### config.mk
export PLATFORM = sky130hd
export DESIGN_NAME = sbcp_delay
export DESIGN_NICKNAME = d
export VERILOG_FILES = /design/src/rtl/core/sbcp_delay.sv
export SDC_FILE = /design/constraint.sdc
export NUM_CORES = 1
export LEC_CHECK = 0
export BUFFER_PORTS_ARGS = -buffer_cell sky130_fd_sc_hd__buf_2
export CAP_MARGIN = 20
export CORE_UTILIZATION = 46
export CTS_CLUSTER_DIAMETER = 30
export DETAILED_ROUTE_END_ITERATION = 10
export PLACE_DENSITY_LB_ADDON = 0.1
export SLEW_MARGIN = 20
export SYNTH_ARGS = -nofsm -noshare
export SYNTH_HDL_FRONTEND = slang
export SYNTH_SLANG_ARGS = --single-unit
export TNS_END_PERCENT = 50
### constraint.sdc
create_clock -name clock -period 1 [get_ports clock]
set_clock_uncertainty 0.1 [all_clocks]
set_input_delay 0 -clock clock [delete_from_list [all_inputs] [get_ports clock]]
set_output_delay 0 -clock clock [all_outputs]
set_load 0.01 [all_outputs]
### src/rtl/core/sbcp_delay.sv
// Delay line with valid bits that matches the divider latency for side data.
`default_nettype none
module sbcp_delay #(
   parameter int WIDTH = 8,
   parameter int DEPTH = 2
) (
   input  wire              clock,
   input  wire              reset,
   input  wire              en,
   input  wire              in_valid,
   input  wire  [WIDTH-1:0] in_data,
   output logic             out_valid,
   output logic [WIDTH-1:0] out_data
);
   logic             v_ff [DEPTH];
   logic [WIDTH-1:0] d_ff [DEPTH];

   always_ff @(posedge clock) begin
      if (reset) begin
         for (int i = 0; i < DEPTH; i++) v_ff[i] <= 1'b0;
      end else if (en) begin
         v_ff[0] <= in_valid;
         for (int i = 1; i < DEPTH; i++) v_ff[i] <= v_ff[i-1];
      end
   end

   always_ff @(posedge clock) begin
      if (en) begin
         d_ff[0] <= in_data;
         for (int i = 1; i < DEPTH; i++) d_ff[i] <= d_ff[i-1];
      end
   end

   assign out_valid = v_ff[DEPTH-1];
   assign out_data  = d_ff[DEPTH-1];

endmodule
`default_nettype wire

### Word level (Yosys, flattened, before mapping)

Memories as Yosys holds them, arrays and structs flattened.
Cells that the tools add are included.

| storage, ports and cells | value |
|---|---|
| flip-flop bits (word level) | 0 |
| RAM bits | 18 |
| input port bits | 12 |
| output and inout bits | 9 |
| logic and storage cells | 12 |
| memories | 2 |

Memory list:

| memory | depth | width | rd ports | clocked after Yosys merged registers in | write ports | RTL line | text |
|---|---|---|---|---|---|---|---|
| d_ff | 2 | 8 | 2 | 0 | 2 | 16 | `logic [WIDTH-1:0] d_ff [DEPTH];` |
| v_ff | 2 | 1 | 2 | 0 | 2 | 15 | `logic v_ff [DEPTH];` |

| operators by class | value |
|---|---|
| mux-type cells | 8 |
| bitwise logic cells | 2 |

Operators by type and width:

| kind | count |
|---|---|
| two-way mux 1 bit | 8 |
| bitwise OR 1 bit | 2 |

### Depth between registers and ports, before layout

| logic depth | value |
|---|---|
| depth in word-level cells | 4 |
| depth in mapped cells | 1 |
| gate-level depth less buffers | 1 |

### Least setup slack after synthesis

No wires, ideal clock.

| path | value |
|---|---|
| path type | register -> register |
| start point | memory v_ff[0][0] |
| end point | memory v_ff[1][0] (netlist: v_ff[0][1]) (data pin) |
| setup time | 256 ps |
| arrival | 508 ps |
| required time | 644 ps |
| path slack | 136 ps |
| cell stages (with the launch flop) | 2 |
| buffers on the path | 0 |
| period minus slack after synthesis | 864 ps |
| cells stage by stage | edfxtp_1 -> and3b_2 |

RTL lines:

| element | RTL line |
|---|---|
| start, declared | 15 |

==> summary.md <==
| Metric | Value |
|---|---|
| Arrival @ worst endpoint | 0.89 ns |
| Number of cell instances on the worst register-to-register path | 1 |
| Worst-case clock buffer depth | 2 |
| Top post-synthesis cells by count | edfxtp_1, buf_4, and3b_2 |
| Yosys top cell area share | 86.2% |
| CTS H-tree depth | 1 |
| Number of inserted filler cells in the final layout | 74 |
| Critical Path Fanout Max | 3 |
| Via count of the first global-routing pass | 331 |
| Overall die height | 38.9 um |
| Vias per cell | 4.64 |
| DIE AREA | 1510 um^2 |
| Share of the core filled with cells | 71.9% |
| RSZ-0062 raised after global routing | false |
| Final critical-path required period | 0.950 ns |
| Number of antenna violations at the first check in global routing | 0 |
| Combinational share of power | 9.0% |
| Number of cell rows | 12 |
| Sequential element share of the synthesized area | 86.2% |
| Number of library cell types mapped by synthesis | 4 |
| Worst IR Drop VDD | 818 uV |
| Worst min-delay path category | primary input to register |
| Yosys synthesis warning count | 0 |
| Routability congestion estimate | 0.624 |
| Biggest area consumer among synthesized cells | edfxtp_1 |
| Post-place setup slack | 0.110 ns |
| Pin count of the biggest net entering global routing | 11 |
| Global-route total usage across every layer | 15.8% |
| Grt total ovfl | 0 |
| Netlist area before placement | 627 um^2 |
| Final Net Count | 71 |
| Flop and latch count out of synthesis | 18 |
| Core Region | 1190 um^2 |
| Routed Antenna Nets | 0 |
| ANT cells | 0 |
| 1st-iter DRT viols | 10 |
| Worst skew pair latency | 0.28 ns |
| Number of clock buffers inserted by TritonCTS | 3 |
| Reported max-cap violation count | 0 |
| Net count after synthesis | 41 |
| Min-Delay Path Depth | 2 |
| Via count | 334 |
| Kind of critical path | primary input to register |
| Share of cells above drive strength 1 | 44.8% |
| Internal power of the cells | 0.00111 W |
| Leading cell types by total area after synthesis | edfxtp_1, buf_4, and3b_2 |
| I/O Pins | 21 |
| Relative area change from synthesis to final layout | 36.1% |
| Total count of hold-check failures in the final report | 0 |
| Most common cell in the synthesized netlist | edfxtp_1 |
| Sequential cell fraction of total power | 65.9% |
| Result of the run | complete, no violations |
| Async set or reset register ratio after synthesis | 0% |
| Part of the cycle the worst path needs | 95.0% |
| DRC violation count after routing | 0 |
| Final wirelength | 908 um |
| Most frequently used flop master after synthesis | edfxtp_1 |
| Maximum clock rate | 1050 MHz |
| Switching part of the total | 19.2% |
| Gate Count Post-Synth | 29 |
| Count of flip-flops with a built-in enable after synthesis | 18 |
| Sort of element at the end of the critical path | register |
| Critical Path Source Type | primary input |
| Number of setup buffers added after CTS | 0 |
| Data required time at the worst endpoint | 0.94 ns |
| Post-DR wirelength/cell | 12.6 um |
| Die boundary width | 38.9 um |
| Worst setup slack after layout | 0.0503 ns |
| Post-Route Setup TNS | 0 ns |
| Clock transition at path regs | 0.10 ns |
| Clock sinks | 18 |
| Power density cells | 1610 nW/um^2 |
| Number of detailed-route iterations in the first pass | 4 |
| Clock tree from TritonCTS | built |
| Switching power | 0.000264 W |
| Starting density of the core | 52.8% |
| Worst-margin pin slew | 0.265 ns |
| CTS Root Cell | clkbuf_4 |
| Count of endpoints failing setup in the final report | 0 |
| Port-buffer cells | 20 |
| Final number of max-transition violations | 0 |
| Worst slew margin relative to its limit | 82.4% |
| Static leakage power | 0.357 nW |
| Wire length of the first global-routing pass | 1430 um |
| Average cell area after synthesis | 21.6 um^2 |
| Part of the total power dissipated in the clock network | 25.2% |
area by class of cell:
type / instances / area (um^2) / share of cell area [%]
clock buffers: 3 / 22.5 / 2.64
flip-flops and latches: 18 / 541 / 63.3
clock inverters: 1 / 3.75 / 0.440
repair buffers: 33 / 243 / 28.4
well taps: 14 / 17.5 / 2.05
multi-input cells: 3 / 26.3 / 3.08
through the flow:
step	area, um^2	instances	hold WS [ns]	total power [W]
3_3_place_gp	704	56	0.0774	0.00100
4_1_cts	851	72	0.00889	0.00138
2_1_floorplan	627	29	-0.00113	0.000967
6_report	853	72	0.0165	0.00137
5_1_grt	853	72	0.0199	0.00144
3_5_place_dp	704	56	0.0781	0.00101
routing by layer:
layer	part of all wire [%]	vias up	routed length [um]	GRT usage [%]
met5	0	-	0	0
met4	0	0	0	7.76
met3	7.6	0	69	5.20
met2	52	23	475	27.1
met1	40	153	363	17.4
li1	-	158	-	-
worst max-delay path, cell delays in order:
cell and delay (ns):
dlygate4sd3_1 0.53, buf_2 0.13, or2_1 0.23
cell families after synthesis:
group / synth area share [%]
buf+inv: 9.58
simple gates: 4.19
flops: 86.2
final timing paths:
check             slack [ns]       start     endpoint
setup / recovery        0.05       reset   v_ff[0][1]
hold reg to reg         0.33  d_ff[0][7]  d_ff[0][15]
setup reg to reg        0.10  v_ff[0][0]   v_ff[0][1]
hold / removal          0.02          en   d_ff[0][1]
sequential cells by signal (all words and copies together) (netlist names):
| signal | cells |
|---|---|
| d_ff | 16 |
| v_ff | 2 |
cell usage in the layout, fill, tap and decap left out:
cell type        n
buf_12           1
dlymetal6s4s_1   1
edfxtp_1        18
or2_1            1
clkbuf_4         3
and3b_2          2
buf_2           20
clkinv_1         1
dlygate4sd3_1   11
power by group through the flow:
stage          clock, W  sequential, W  combinational [W]
3_3_place_gp          0       0.000919          0.0000810
2_1_floorplan         0       0.000921          0.0000461
6_report       0.000346       0.000906           0.000123
3_5_place_dp          0       0.000924          0.0000851
4_1_cts        0.000349       0.000907           0.000120
5_1_grt        0.000391       0.000911           0.000133
repair_timing:
item	in CTS	in global routing
hold endpoints to repair	13	0
gates resized for setup	0	1
hold buffers	12	0
endpoints found under the setup margin	0	5
No activity file was read; power rests on OpenSTA's default activity.
