--- config.mk ---
export PLATFORM = sky130hd
export DESIGN_NAME = sbcp_csr
export DESIGN_NICKNAME = d
export VERILOG_FILES = /design/src/rtl/core/sbcp_pkg.sv /design/src/rtl/core/sbcp_csr.sv
export SDC_FILE = /design/constraint.sdc
export NUM_CORES = 1
export LEC_CHECK = 0
export BUFFER_PORTS_ARGS = -buffer_cell sky130_fd_sc_hd__clkbuf_2
export CELL_PAD_IN_SITES_DETAIL_PLACEMENT = 1
export CELL_PAD_IN_SITES_GLOBAL_PLACEMENT = 1
export CORE_ASPECT_RATIO = 0.75
export CORE_MARGIN = 5
export CORE_UTILIZATION = 40
export DETAILED_ROUTE_END_ITERATION = 12
export HOLD_SLACK_MARGIN = 0.08
export PLACE_DENSITY_LB_ADDON = 0.1
export SLEW_MARGIN = 10
export SYNTH_ARGS = -nofsm -noshare
export SYNTH_HDL_FRONTEND = slang
export SYNTH_SLANG_ARGS = --single-unit
export TNS_END_PERCENT = 1
--- constraint.sdc ---
create_clock -name clock -period 2.8 [get_ports clock]
set_input_delay 0.56 -clock clock [delete_from_list [all_inputs] [get_ports clock]]
set_output_delay 0.56 -clock clock [all_outputs]
set_load 0.05 [all_outputs]
--- src/rtl/core/sbcp_pkg.sv ---
// Shared constants and register codes for the segment box crossing points unit.
`default_nettype none
package sbcp_pkg;

   // Default coordinate format: signed Q16.16.
   localparam int COORD_WIDTH_DEF = 32;
   localparam int FRAC_BITS_DEF   = 16;

   // Four candidates per segment, one per box side: left, right, bottom, top.
   localparam int NUM_CAND = 4;

   // Configuration register indexes, in address order.
   typedef enum logic [1:0] {
      REG_CLIP_X_MIN = 2'd0,
      REG_CLIP_X_MAX = 2'd1,
      REG_CLIP_Y_MIN = 2'd2,
      REG_CLIP_Y_MAX = 2'd3
   } csr_reg_type;

endpackage
`default_nettype wire

--- src/rtl/core/sbcp_csr.sv ---
// Clip box registers behind an APB-style write and read port.
`default_nettype none
module sbcp_csr #(
   parameter int COORD_WIDTH = sbcp_pkg::COORD_WIDTH_DEF,
   parameter int FRAC_BITS   = sbcp_pkg::FRAC_BITS_DEF,
   localparam int CsrDw = (COORD_WIDTH > 32) ? 64 : 32,
   localparam int CsrAw = (COORD_WIDTH > 32) ? 5 : 4
) (
   input  wire                           clock,
   input  wire                           reset,
   input  wire                           psel,
   input  wire                           penable,
   input  wire                           pwrite,
   input  wire        [CsrAw-1:0]        paddr,
   input  wire        [CsrDw-1:0]        pwdata,
   output logic       [CsrDw-1:0]        prdata,
   output logic                          pready,
   output logic signed [COORD_WIDTH-1:0] clip_x_min,
   output logic signed [COORD_WIDTH-1:0] clip_x_max,
   output logic signed [COORD_WIDTH-1:0] clip_y_min,
   output logic signed [COORD_WIDTH-1:0] clip_y_max
);
   import sbcp_pkg::*;

   localparam logic [COORD_WIDTH-1:0] One =
      {{(COORD_WIDTH-1){1'b0}}, 1'b1} << FRAC_BITS;

   logic [COORD_WIDTH-1:0] x_min_ff, x_max_ff, y_min_ff, y_max_ff;
   csr_reg_type            sel;
   logic                   wr;

   assign sel    = csr_reg_type'(paddr[CsrAw-1:CsrAw-2]);
   assign wr     = psel && penable && pwrite;
   assign pready = 1'b1;

   always_ff @(posedge clock) begin
      if (reset) begin
         x_min_ff <= '0;
         x_max_ff <= One;
         y_min_ff <= '0;
         y_max_ff <= One;
      end else if (wr) begin
         case (sel)
            REG_CLIP_X_MIN: x_min_ff <= pwdata[COORD_WIDTH-1:0];
            REG_CLIP_X_MAX: x_max_ff <= pwdata[COORD_WIDTH-1:0];
            REG_CLIP_Y_MIN: y_min_ff <= pwdata[COORD_WIDTH-1:0];
            REG_CLIP_Y_MAX: y_max_ff <= pwdata[COORD_WIDTH-1:0];
            default: ;
         endcase
      end
   end

   always_comb begin
      prdata = '0;
      case (sel)
         REG_CLIP_X_MIN: prdata[COORD_WIDTH-1:0] = x_min_ff;
         REG_CLIP_X_MAX: prdata[COORD_WIDTH-1:0] = x_max_ff;
         REG_CLIP_Y_MIN: prdata[COORD_WIDTH-1:0] = y_min_ff;
         REG_CLIP_Y_MAX: prdata[COORD_WIDTH-1:0] = y_max_ff;
         default:        prdata = '0;
      endcase
   end

   assign clip_x_min = x_min_ff;
   assign clip_x_max = x_max_ff;
   assign clip_y_min = y_min_ff;
   assign clip_y_max = y_max_ff;

endmodule
`default_nettype wire

After elaboration in Yosys (flattened, before gate mapping):

Index checks and enable logic that the tools add are counted.

* word-level logic and storage cells: 15
* bits in registers: 128

* muxes and demuxes: 1
* reduce and logical (&&, ||, !) cells: 7
* equality and inequality tests: 3

Operators with widths (count)
* $pmux 32 s4: 1
* $reduce_and 2->1: 4
* $eq 2x2->1 const B: 2
* $eq 2x1->1 const B: 1
* $logic_and 1x1->1: 2
* $logic_not 2->1: 1

Longest topological paths before layout:

* depth in word-level cells: 3
* mapped depth: 5
* mapped depth without buffers: 3

Least setup slack after synthesis:

No wires, ideal clock.

* path kind: input -> output
* start: input paddr[3]
* end: output prdata[21]
* path slack: 631 ps
* stages on the path: 3
* arrival: 1609 ps
* cells stage by stage: buf_4 -> buf_4 -> mux4_2

* longest elaborated chain between the ends: 2
* elaborated cells between the ends (all ways): 5
* classes of those cells: eq/ne (3); mux (1); reduce/logical (1)

RTL lines
* start: declaration: line sbcp_csr.sv:14 `input wire [CsrAw-1:0] paddr,`
* $eq 2x2->1 (tied with other cells): line sbcp_csr.sv:55 `case (sel)`
* $pmux 32 s4 *: line sbcp_csr.sv:55
* end: declaration: line sbcp_csr.sv:16 `output logic [CsrDw-1:0] prdata,`

Every way passes the cells marked *; elsewhere a longest branch is shown, timed or not.

Final worst setup path:

* start: input paddr[2]
* end: output prdata[3]

Same word-level chain as after synthesis.

==> key figures <==
Floorplanning
  – Die ar.: 17,200 µm²
  – Core Area: ~14,000 µm²
  – Rows: 38
  – Die Y: 115 µm
  – Io pins: 202
  – Die width: between 100 and 150 µm
  – Starting Density: 0.407

Timing
  – Slew Limit Fails: 0
  – Final hold violation count: 0
  – RSZ-0062 raised after global routing: no
  – # setup viols final: 0
  – Skew final: 0 ns
  – Fin crit period: ~2.4 ns
  – Tcrit/Tclk final: 0.845
  – Fmax: approximately 0.42 GHz
  – Hold Worst Slack: 0.483 ns
  – Setup TNS: 0 ns

GRT
  – Antenna violations before repair: 0
  – Global Route Usage Sum: 0.196
  – Largest net degree at the start of global routing: around 100
  – Grt ovf: 0
  – Vias in the first global route: 4,832
  – Global-route wire length before repair: 26,300 µm

Synth
  – Cell count after synthesis: approximately 500
  – Syn avg cell area: 11.8 µm²
  – Synth area leaders: dfxtp_1, mux2i_1, nand2b_1, mux4_2, buf_4
  – Syn. warnings: 0
  – Post-synth cell types: 17
  – Share of the synthesized area in the top cell type: 0.437
  – Syn_nets: 539
  – Post-synthesis cell area: 5870 µm²
  – #FFs+latches synth: 128
  – Post-synth top area cell: dfxtp_1
  – Seq/Total Area, Yosys: 0.437

Final layout
  – Final instance area: 7530 µm²
  – Fill count: 1,594
  – Antenna diodes: 0
  – Layout net count: 728
  – Syn-to-layout area delta: 28.4%
  – Layout cells sized above 1: 0.391
  – Non-Filler Instances: 898

Route
  – Routed wire length: 16,500 µm
  – DRC Markers: 0
  – Wirelength per Cell: 18.4 µm
  – DRT Pass-1 Iters: 4
  – Via/cell ratio: approximately 5.0
  – Vias after detailed routing: 4,453
  – Routed Antenna Nets: 0
  – Initial DRC count: 181

Run status
  – Outcome: completed

Pwr
  – Power Density: 557 nW/µm²
  – VDD IR max: roughly 0.44 mV
  – LEAKAGE: 3.72 nW

Place
  – # placed instances: a little under 900
  – Dpl hpwl: 11,800 µm
  – # port buffers: just under 200
  – Routability Congestion: 0.797
  – DP Area: about 7000 µm²

Clocking
  – Worst-Skew Late Latency: around 0.4 ns
  – Total CTS buffers: 17
  – CTS tree: done
  – Setup Fix Bufs, Post-CTS: 0
  – Clock tree buffer depth: 2
  – Root Buffer: clkbuf_16
  – H-tree depth: 4
  – Clock Pin Slew Worst Setup and Hold Paths: 0.05 ns
  – Sinks on Clock Net: 128
  – Post-CTS Hold Fix Bufs: 0
  – Cts repair resizes: 0

Critical path
  – Top cell by count, worst path: clkbuf_2
  – CP peak stage delay: 0.58 ns
  – Crit path kind: primary input to primary output
  – WP data arrival: 1.81 ns
  – Startpoint class of the critical path: primary input
  – CP cell instances: clkbuf_2, buf_12, mux4_2, clkbuf_2
  – Worst-path maximum fanout: 38
  – Worst path required time: 2.24 ns
  – Setup crit end kind: primary output
  – Slowest CP cell: mux4_2

Flow run
  – Max-cap violations: 0

Hold path
  – Worst Hold Class: primary input to flip-flop
-- worst max-delay path, delay by kind of cell --
kind / cells / cell delay, ns
buffers and inverters: 3 / 0.66
multiplexers: 1 / 0.58
-- layout by cell type, fill, tap and decap left out --
| cell type | netlist | routed |
|---|---|---|
| and3_1 | 1 | 1 |
| buf_12 | 0 | 3 |
| buf_4 | 14 | 10 |
| clkbuf_1 | 16 | 3 |
| clkbuf_16 | 0 | 17 |
| clkbuf_2 | 0 | 197 |
| clkbuf_8 | 0 | 3 |
| clkinv_2 | 0 | 6 |
| clkinvlp_4 | 0 | 1 |
| conb_1 | 1 | 1 |
| dfxtp_1 | 128 | 128 |
| mux2i_1 | 128 | 128 |
| mux4_2 | 32 | 32 |
| nand2b_1 | 158 | 158 |
| nand3_1 | 1 | 1 |
| nand3_2 | 1 | 1 |
| nand3b_1 | 2 | 2 |
| nor2_1 | 3 | 3 |
| nor3_4 | 0 | 1 |
| nor3b_2 | 1 | 1 |
| or3_4 | 1 | 1 |
-- through the flow --
step / total power, mW / setup WS (ns) / utilization
finish: 4.19 / 0.434 / 0.523
global route: 4.36 / 0.392 / 0.523
CTS: 4.25 / 0.418 / 0.523
detailed placement: 2.30 / 0.418 / 0.487
global placement: 2.29 / 0.452 / 0.487
floorplan: 2.19 / 0.631 / -
-- Yosys cell counts --
cell,count
buf_6,2
nor3b_2,1
dfxtp_1,128
buf_2,8
mux2i_1,128
nand3b_1,2
nor3_2,1
buf_4,14
nor2_1,3
or3_4,1
conb_1,1
mux4_2,32
and3_1,1
nand3_1,1
nand2b_1,158
clkbuf_1,16
nand3_2,1
-- power breakdown --
| group | leakage [nW] | internal (mW) | switching [mW] | total [mW] |
|---|---|---|---|---|
| logic | 2.43 | 0.142 | 0.250 | 0.392 |
| registers | 1.03 | 1.85 | 0.0203 | 1.87 |
| clock network | 0.258 | 1.18 | 0.756 | 1.94 |
| total | 3.72 | 3.17 | 1.03 | 4.19 |
-- routing by layer --
metal / GRT usage / part of all wire / vias up
met1: 0.246 / 0.44 / 2207
met2: 0.329 / 0.49 / 129
met3: 0.0524 / 0.055 / 23
met4: 0.0664 / 0.017 / 0
li1: - / - / 2094
met5: 0 / 0 / -
-- kinds of logic after synthesis --
group	Yosys count	share of synthesized area
buffers and inverters	40	0.0388
muxes	160	0.341
and+or+nand+nor	169	0.182
other	1	0.000639
DFF	128	0.437
-- worst paths after layout --
kind                            slack [ns]  depth (start not counted)      startpoint        endpoint
worst max-delay path                  0.43                          4        paddr[2]       prdata[3]
worst max register to register        2.07                          2  clip_y_min[16]  clip_y_min[16]
worst min-delay path                  0.48                          3      pwdata[16]  clip_x_max[16]
worst min register to register        0.49                          2  clip_y_min[17]  clip_y_min[17]
-- cell type report --
type	count	area, µm²	area share
multi-input combinational	330	3080	0.409
sequential	128	2560	0.340
timing repair buffer	210	1120	0.149
clock buffer	23	478	0.0635
tap	200	250	0.0332
clock inverter	7	37.5	0.00498
-- state kept, by name (all words and copies together) (netlist names) --
signal / flops
clip_x_min: 32
clip_y_min: 32
clip_y_max: 32
clip_x_max: 32
Note: power is estimated with default switching activity, not from simulation.
